===== src/hw/rtl/ppbf_pkg.sv =====
`default_nettype none
package ppbf_pkg;

   localparam int VALUE_WIDTH = 40;
   // byte-padded width of the stream data words
   localparam int TDATA_WIDTH = ((VALUE_WIDTH + 7) / 8) * 8;
   // trial divisors never pass the square root of the value by more than a few
   localparam int DIV_WIDTH   = (VALUE_WIDTH + 1) / 2 + 1;
   localparam int CNT_WIDTH   = $clog2(VALUE_WIDTH);

   typedef enum logic [2:0] {
      ST_IDLE,
      ST_SEARCH,
      ST_SCHECK,
      ST_DIVIDE,
      ST_DCHECK,
      ST_EMIT
   } state_type;

endpackage
`default_nettype wire


===== src/hw/rtl/prime_power_base_finder_core.sv =====
// Each accepted value runs trial divisions (2, then odd values up to the smallest factor or
// the root), then divide passes: none without a factor, else one more than its multiplicity.
// Throughput: one word at a time; the bit-serial restoring divider, one quotient bit per
// cycle, sets the pace. Worst case is a 40-bit prime, about 2^19 trials.
// Reset (synchronous, active high) returns to idle and drops any pending result.
`default_nettype none
module prime_power_base_finder_core import ppbf_pkg::*; (
   input  wire logic                   clock,
   input  wire logic                   reset,
   input  wire logic                   req_tvalid,
   output logic                        req_tready,
   input  wire logic [TDATA_WIDTH-1:0] req_tdata,   // [VALUE_WIDTH-1:0] value
   output logic                        rsp_tvalid,
   input  wire logic                   rsp_tready,
   output logic [TDATA_WIDTH-1:0]      rsp_tdata    // [VALUE_WIDTH-1:0] answer
);

   state_type state_ff, state_in;

   logic [VALUE_WIDTH-1:0] n_ff, n_in;
   logic [VALUE_WIDTH-1:0] wq_ff, wq_in;       // dividend shifting out, quotient shifting in
   logic [VALUE_WIDTH-1:0] work_ff, work_in;
   logic [VALUE_WIDTH-1:0] ans_ff, ans_in;
   logic [VALUE_WIDTH-1:0] rsp_answer_ff, rsp_answer_in;
   logic [DIV_WIDTH-1:0]   rem_ff, rem_in;
   logic [DIV_WIDTH-1:0]   div_ff, div_in;
   logic [CNT_WIDTH-1:0]   cnt_ff, cnt_in;
   logic                   rsp_valid_ff, rsp_valid_in;

   logic [DIV_WIDTH:0]     shift_val;
   logic [DIV_WIDTH+1:0]   diff;
   logic                   qbit;
   logic [DIV_WIDTH-1:0]   rem_step;
   logic [VALUE_WIDTH-1:0] wq_step;
   logic                   last_bit;
   logic                   div_gt_q;
   logic [DIV_WIDTH-1:0]   div_next;
   logic                   req_fire;
   logic                   slot_free;

   // one restoring division step per cycle
   assign shift_val = {rem_ff, wq_ff[VALUE_WIDTH-1]};
   assign diff      = {1'b0, shift_val} - {2'b00, div_ff};
   assign qbit      = ~diff[DIV_WIDTH+1];
   assign rem_step  = qbit ? diff[DIV_WIDTH-1:0] : shift_val[DIV_WIDTH-1:0];
   assign wq_step   = {wq_ff[VALUE_WIDTH-2:0], qbit};
   assign last_bit  = (cnt_ff == CNT_WIDTH'(VALUE_WIDTH - 1));

   assign div_gt_q  = (VALUE_WIDTH'(div_ff) > wq_ff);
   assign div_next  = (div_ff == DIV_WIDTH'(2)) ? DIV_WIDTH'(3) : div_ff + DIV_WIDTH'(2);

   assign req_tready = (state_ff == ST_IDLE);
   assign req_fire   = req_tvalid && req_tready;
   assign slot_free  = !rsp_valid_ff || rsp_tready;

   assign rsp_tvalid = rsp_valid_ff;
   assign rsp_tdata  = TDATA_WIDTH'(rsp_answer_ff);

   always_comb begin
      state_in      = state_ff;
      n_in          = n_ff;
      wq_in         = wq_ff;
      work_in       = work_ff;
      ans_in        = ans_ff;
      rem_in        = rem_ff;
      div_in        = div_ff;
      cnt_in        = cnt_ff;
      rsp_answer_in = rsp_answer_ff;
      rsp_valid_in  = rsp_valid_ff && !rsp_tready;

      unique case (state_ff)
         ST_IDLE: begin
            if (req_tvalid) begin
               n_in     = req_tdata[VALUE_WIDTH-1:0];
               wq_in    = req_tdata[VALUE_WIDTH-1:0];
               rem_in   = '0;
               cnt_in   = '0;
               div_in   = DIV_WIDTH'(2);
               state_in = ST_SEARCH;
            end
         end
         ST_SEARCH, ST_DIVIDE: begin
            wq_in  = wq_step;
            rem_in = rem_step;
            cnt_in = cnt_ff + CNT_WIDTH'(1);
            if (last_bit) begin
               state_in = (state_ff == ST_SEARCH) ? ST_SCHECK : ST_DCHECK;
            end
         end
         ST_SCHECK: begin
            rem_in = '0;
            cnt_in = '0;
            priority if (div_gt_q) begin
               // no factor up to the square root: value is 0, 1 or prime
               ans_in   = n_ff;
               state_in = ST_EMIT;
            end else if (rem_ff == '0) begin
               work_in  = n_ff;
               wq_in    = n_ff;
               state_in = ST_DIVIDE;
            end else begin
               div_in   = div_next;
               wq_in    = n_ff;
               state_in = ST_SEARCH;
            end
         end
         ST_DCHECK: begin
            rem_in = '0;
            cnt_in = '0;
            if (rem_ff == '0) begin
               // divides again: keep the quotient and go on
               work_in  = wq_ff;
               state_in = ST_DIVIDE;
            end else begin
               ans_in   = (work_ff == VALUE_WIDTH'(1)) ? VALUE_WIDTH'(div_ff)
                                                       : VALUE_WIDTH'(1);
               state_in = ST_EMIT;
            end
         end
         ST_EMIT: begin
            if (slot_free) begin
               rsp_valid_in  = 1'b1;
               rsp_answer_in = ans_ff;
               state_in      = ST_IDLE;
            end
         end
         default: begin
            state_in = ST_IDLE;
         end
      endcase
   end

   always_ff @(posedge clock) begin
      if (reset) begin
         state_ff <= ST_IDLE;
      end else begin
         state_ff <= state_in;
      end
   end

   always_ff @(posedge clock) begin
      if (reset) begin
         rsp_valid_ff <= 1'b0;
      end else begin
         rsp_valid_ff <= rsp_valid_in;
      end
   end

   always_ff @(posedge clock) begin
      n_ff          <= n_in;
      wq_ff         <= wq_in;
      work_ff       <= work_in;
      ans_ff        <= ans_in;
      rem_ff        <= rem_in;
      div_ff        <= div_in;
      cnt_ff        <= cnt_in;
      rsp_answer_ff <= rsp_answer_in;
   end

   a_start_search: assert property (@(posedge clock) disable iff (reset)
      req_fire |=> (state_ff == ST_SEARCH && div_ff == DIV_WIDTH'(2)))
      else $error("accepted word did not start the search at divisor two");

   a_rem_below_div: assert property (@(posedge clock) disable iff (reset)
      (state_ff == ST_SEARCH || state_ff == ST_DIVIDE) |-> (rem_ff < div_ff))
      else $error("partial remainder reached the divisor");

   a_factor_valid: assert property (@(posedge clock) disable iff (reset)
      (state_ff == ST_DIVIDE) |-> (div_ff >= DIV_WIDTH'(2) && work_ff != '0))
      else $error("dividing with a bad factor or a zero working value");

   a_emit_loads: assert property (@(posedge clock) disable iff (reset)
      (state_ff == ST_EMIT && slot_free) |=> (rsp_valid_ff && rsp_answer_ff == $past(ans_ff)))
      else $error("result not moved to the output register");

endmodule
`default_nettype wire


===== config.mk =====
export PLATFORM = sky130hd
export DESIGN_NAME = prime_power_base_finder_core
export DESIGN_NICKNAME = d
export VERILOG_FILES = /design/src/hw/rtl/ppbf_pkg.sv /design/src/hw/rtl/prime_power_base_finder_core.sv
export SDC_FILE = /design/constraint.sdc
export NUM_CORES = 1
export LEC_CHECK = 0
export BUFFER_PORTS_ARGS = -buffer_cell sky130_fd_sc_hd__buf_2
export CORE_ASPECT_RATIO = 0.9
export CORE_UTILIZATION = 60
export CTS_BUF_LIST = sky130_fd_sc_hd__clkbuf_8 sky130_fd_sc_hd__clkbuf_16
export DETAILED_ROUTE_END_ITERATION = 6
export PLACE_DENSITY = 0.85
export RECOVER_POWER = 25
export SLEW_MARGIN = 10
export SYNTH_ARGS = -nofsm -noshare
export SYNTH_HDL_FRONTEND = slang
export SYNTH_SLANG_ARGS = --single-unit

===== constraint.sdc =====
create_clock -name clock -period 7.2 [get_ports clock]
set_clock_uncertainty 0.2 [all_clocks]
set_input_delay 0.72 -clock clock [delete_from_list [all_inputs] [get_ports clock]]
set_output_delay 0.72 -clock clock [all_outputs]
set_load 0.005 [all_outputs]

* Yosys cells after proc, flatten, opt, wreduce, memory -nomap -nowiden
Cells that the tools add are included.
** Operators by class
- Add/subtract/negate cells :: 3
- Bitwise operators :: 1
- Mux-type cells :: 31
- Order comparisons :: 1
- Reduce and logical (&&, ||, !) cells :: 20
- Equal/unequal tests :: 17
** Operator list (number)
- $mux W40 :: 7
- $pmux W40 S2 :: 2
- $mux W21 :: 7
- $pmux W40 S3 :: 1
- $pmux W21 S3 :: 1
- $pmux W21 S2 :: 1
- $eq A40 B1 Y1 const B :: 1
- $gt A21 B40 Y1 :: 1
- $sub A22 B21 Y23 :: 1
- $add A21 B2 Y21 const B :: 1
- $eq A21 B2 Y1 const B :: 1
- $logic_not A21 Y1 :: 1
- $mux W3 :: 6
- $ne A2 B2 Y1 const B :: 9
- $pmux W6 S3 :: 1
- $pmux W3 S5 :: 1
- $reduce_and A3 Y1 :: 3
- $reduce_and A4 Y1 :: 2
- $add A6 B1 Y6 const B :: 1
- $eq A3 B2 Y1 const B :: 2
- $eq A3 B3 Y1 const B :: 2
- $eq A6 B6 Y1 const B :: 1
- $mux W6 :: 1
- $reduce_and A2 Y1 :: 3
- other kinds (11) :: 16
** Word-level totals
- Flip-flop bits (word level) :: 252
- Input bits :: 44
- Output and inout port bits :: 42
- Word-level logic and storage cells :: 83

* Logic depth before layout (Yosys ltp)
- Depth after elaboration :: 5
- Mapped depth :: 11

* Worst setup path before layout
Ideal clock, no wire load.
- Path kind :: input to register
- Start point :: in rsp_tready
- End point :: reg rsp_answer_ff[0] (netlist: rsp_tdata[0]), enable pin
- Path buffers :: 0
- Cell stages on the path :: 2
- Slack :: 1.865 ns
- Data arrival time :: 4.598 ns
- Required time :: 6.463 ns
- Setup time :: 0.537 ns
- Cell sequence :: nor2b_1 nor4_1
** On the way
- Cells in the longest elaborated chain, start to end :: 2
** Ends and longest elaborated chain
- start, declared :: RTL line prime_power_base_finder_core.sv:14 : input wire logic rsp_tready,
- $logic_or A1 B1 Y1 :: RTL line prime_power_base_finder_core.sv:54 : assign slot_free = !rsp_valid_ff || rsp_tready;
- $reduce_and A2 Y1 (no source line)
- end signal, assigned :: RTL line prime_power_base_finder_core.sv:157 : rsp_answer_ff <= rsp_answer_in;
- end, declared :: RTL line prime_power_base_finder_core.sv:24 : logic [VALUE_WIDTH-1:0] rsp_answer_ff, rsp_answer_in;
No other way between the ends.
A chain may end at the register's enable or synchronous reset.

* Worst setup path in the final report
- Start point :: reg state_ff[2]
- End point :: reg ans_ff[11], enable pin
** On the way
- Cells in the longest elaborated chain, start to end :: 3
- Elaborated cells on any way between the ends :: 6
** Ends and longest elaborated chain
- start, declared :: RTL line prime_power_base_finder_core.sv:18 : state_type state_ff, state_in;
- start signal, assigned :: RTL line prime_power_base_finder_core.sv:137 : state_ff <= state_in;
- $eq A3 B3 Y1 / $eq A3 B2 Y1 (equally long branches) :: RTL line prime_power_base_finder_core.sv:71 : unique case (state_ff)
- $ne A2 B2 Y1 (no source line) / $reduce_bool A2 Y1 (equally long branches)
- $reduce_and A3 Y1 (no source line) (*)
- end signal, assigned :: RTL line prime_power_base_finder_core.sv:153 : ans_ff <= ans_in;
- end, declared :: RTL line prime_power_base_finder_core.sv:23 : logic [VALUE_WIDTH-1:0] ans_ff, ans_in;
Every way passes the cells marked *; elsewhere a longest branch is shown, timed or not.

==> out/qor.yml <==
status:
  outcome: "finished with violations"
  violations: "max-capacitance violations, max-slew violations"
worst_setup_path:
  critical_path_class: "reg -> reg"
  crit_chain: "inv_1 > nor3_2 > buf_4 > and2_1 > inv_1 > o31ai_4 > buf_4"
  startpoint_type: "flop"
  r2r-start: "state_ff[2]"
  arrival_ps: 4550
  r2r_end: "ans_ff[11]"
  critical_path.max_fanout: 52
  reg2reg_depth: 7
  critical-path-max-stage-delay_ps: 1660
  cp-end-kind: "flop"
  cp-endpoint: "ans_ff[11]"
  worstPathRequired_ps: 7200
  cp-startpoint: "state_ff[2]"
  crit_slowest_cell: "dfxtp_1"
  reg2reg_slack_ps: 2650
yosys:
  avgSynthCellArea_um2: 12.1
  yosys.area.top_type: "edfxtp_1"
  synth.top_cell.area_share_pct: 62.5
  yosysUniqueCellTypes: 59
  synth_seq_area_share_pct: 63.2
  synth_cells: 983
  synth_warnings: 0
  async_flop_share_pct: 0
  syn_area_um2: 11900
  syn-num-nets: 1072
  synth_ff_type: "edfxtp_1"
  synth_enable_flop_cells: 248
  synth-seq-cells: 252
  ys_top_cells_by_area: "edfxtp_1, ha_1, nand2_1"
die:
  die_x_um: 151
  row_count: 48
  core_um2: 19300
  dieArea_um2: 20400
  ioPinCount: 86
  die_h_um: 136
  start_util_pct: 61.6
power:
  leakagePower_nw: 4.90
  power.density_nw_per_um2: 267
  vdd_drop_max_mv: 0.158
clock_tree:
  hold_buffers: 0
  path_clk_slew_ps: 70
  clock_path_buffers: 3
  cts_tree: "done"
  cts-root-buf: "clkbuf_16"
  post_cts_buffers: 0
  ctsResizeCount: 0
  insertion_delay_ps: 550
  htree_num_levels: 1
  cts_inserted_buffers: 25
  clock_sinks: 252
global_route:
  grt_util_all_layers_pct: 27.9
  grt_pass1_vias: 8102
  grt_pass1_wl_mm: 43.8
  gr-total-overflow: 0
  antenna_found_initial: 0
  grt_start_max_net_pins: 62
final_layout:
  drive_gt1_share_pct: 8.33
  fill_cells: 1353
  post-route-util_pct: 69.1
  area_growth_pct: 12.2
  fin_area_um2: 13400
  antenna_cells: 0
  fin_nets: 1154
sta:
  setup_slack_ps: 2650
  timing.fmax_mhz: 220
  drv_slew: 137
  fin_crit_sh_pct: 63.2
  setup_violations: 0
  rsz0062_at_grt: "false"
  hold_viol: 0
  tightest_slew_ps: 2380
  relSlewSlack_pct: -58.9
  fin_tns_setup_ps: 0
  period_needed_ps: 4550
  hold-worst-slack_ps: 166
worst_hold_path:
  hold_path.class: "in -> reg"
placed_design:
  place_ws_ps: 3210
  place.gp.congestion: 0.877
  dpl.hpwl_mm: 18.3
  placed_area_um2: 12600
  io_buffers: 85
route:
  drt_iter0_drc: 1136
  routed-via-count: 8436
  drt-pass1-iter-count: 6
  drc: 0
  drt-vias-per-instance: 6.34
  ant_nets: 0
  wl_mm: 27.6
  wire_per_inst_um: 20.8
job:
  cap_violations: 3
-- stage by stage --
step / total power [mW] / instances
2_1_floorplan: 2.15 / 983
3_3_place_gp: 2.27 / 1288
3_5_place_dp: 2.29 / 1288
4_1_cts: 3.56 / 1331
5_1_grt: 3.69 / 1331
6_report: 3.56 / 1331
-- worst min-delay path by stage --
| stage | start | slack, ps | to | depth (start not counted) |
|---|---|---|---|---|
| finish | req_tdata[10] | 170 | n_ff[10] | 1 |
| global route | req_tdata[37] | 160 | n_ff[37] | 1 |
| CTS | req_tdata[10] | 160 | n_ff[10] | 1 |
| detailed placement | ans_ff[32] | 200 | rsp_tdata[32] | 0 |
| global placement | ans_ff[6] | 200 | rsp_tdata[6] | 0 |
| floorplan | ans_ff[0] | 200 | rsp_tdata[0] | 0 |
-- synthesized netlist by cell type, drive strengths merged (3+ instances only) --
cell and instances:
buf 9, nor4 23, a22oi 41, xor2 4, o31ai 3, inv 55
a22o 20, a221oi 3, clkbuf 32, a21oi 42, ha 44, o21a 5
nand2b 4, and4 3, a21o 29, a31oi 3, xnor2 29, or3 6
dfxtp 4, mux2i 4, o311a 3, a211oi 9, nand2 107, nor3 18
nor2b 31, nor2 55, edfxtp 248, o21ai 81, nand3 21, o21bai 3
nand4 12, or4 3, and3 7
-- power breakdown --
part	leakage, nW	switching (mW)	internal, mW
Sequential	2.39	0.0805	1.71
Clock	0.415	0.547	0.740
Combinational	2.09	0.291	0.197
-- final cells by class --
cell class / count / area, um2 / area share [%]
Clock inverter: 18 / 174 / 1.30
Multi-Input combinational cell: 635 / 4080 / 30.5
Timing Repair Buffer: 96 / 435 / 3.26
Sequential cell: 252 / 7530 / 56.3
Clock buffer: 25 / 626 / 4.68
Tap cell: 250 / 313 / 2.34
Inverter: 55 / 206 / 1.54
-- worst max-delay path, delay by kind of cell (launching register included) --
kind	cells	cell delay, ps
flops	1	1660
buf+inv	4	1580
simple gates	2	550
compound gates	1	200
-- routing by layer --
layer	global-route usage, %	share of wire (%)	vias to the layer above
met5	0	0	-
met4	9.37	3.0	0
met3	4.55	10	68
met2	42.9	47	475
met1	40.4	40	4019
li1	-	-	3874
-- flip-flops by register name (all words and copies together), names as in the netlist --
| signal | flops |
|---|---|
| ans_ff | 40 |
| n_ff | 40 |
| rsp_tdata | 40 |
| work_ff | 40 |
| wq_ff | 40 |
| div_ff | 21 |
| rem_ff | 21 |
| cnt_ff | 6 |
| state_ff | 3 |
| rsp_tvalid | 1 |
-- cells by family (layout without fill, tap and decap cells) --
family	after synthesis	count (layout)	share of synthesized area, %
mux	4	4	0.336
simple gates	296	296	11.9
buf+inv	96	194	3.10
flops	252	252	63.2
xor+xnor	33	33	2.43
compound gates	257	257	14.3
fa+ha+maj	45	45	4.79
-- cells in the final DEF, fill, tap and decap left out, types with 3 or more instances in the layout --
cell       instances
xnor2_1           29
nand4_1           12
buf_4             10
clkinv_1           3
nor3_2             4
inv_1             62
or4_1              3
edfxtp_1         248
dfxtp_1            4
nor3_1            14
nor2b_1           30
clkbuf_16         25
o21ai_0           77
a31oi_1            3
and3_1             7
a21oi_1           40
ha_1              44
clkbuf_1          55
a211oi_1           9
or3_1              6
nor2_1            54
and4_1             3
xor2_1             4
nand2_1          107
a22oi_1           41
a22o_1            20
a21o_1            29
o21bai_1           3
nor4_1            22
nand3_1           21
mux2i_1            4
nand2b_1           4
bufinv_16          3
o21a_1             5
buf_2             30
a221oi_1           3
Power figures use the tool's default switching activity.
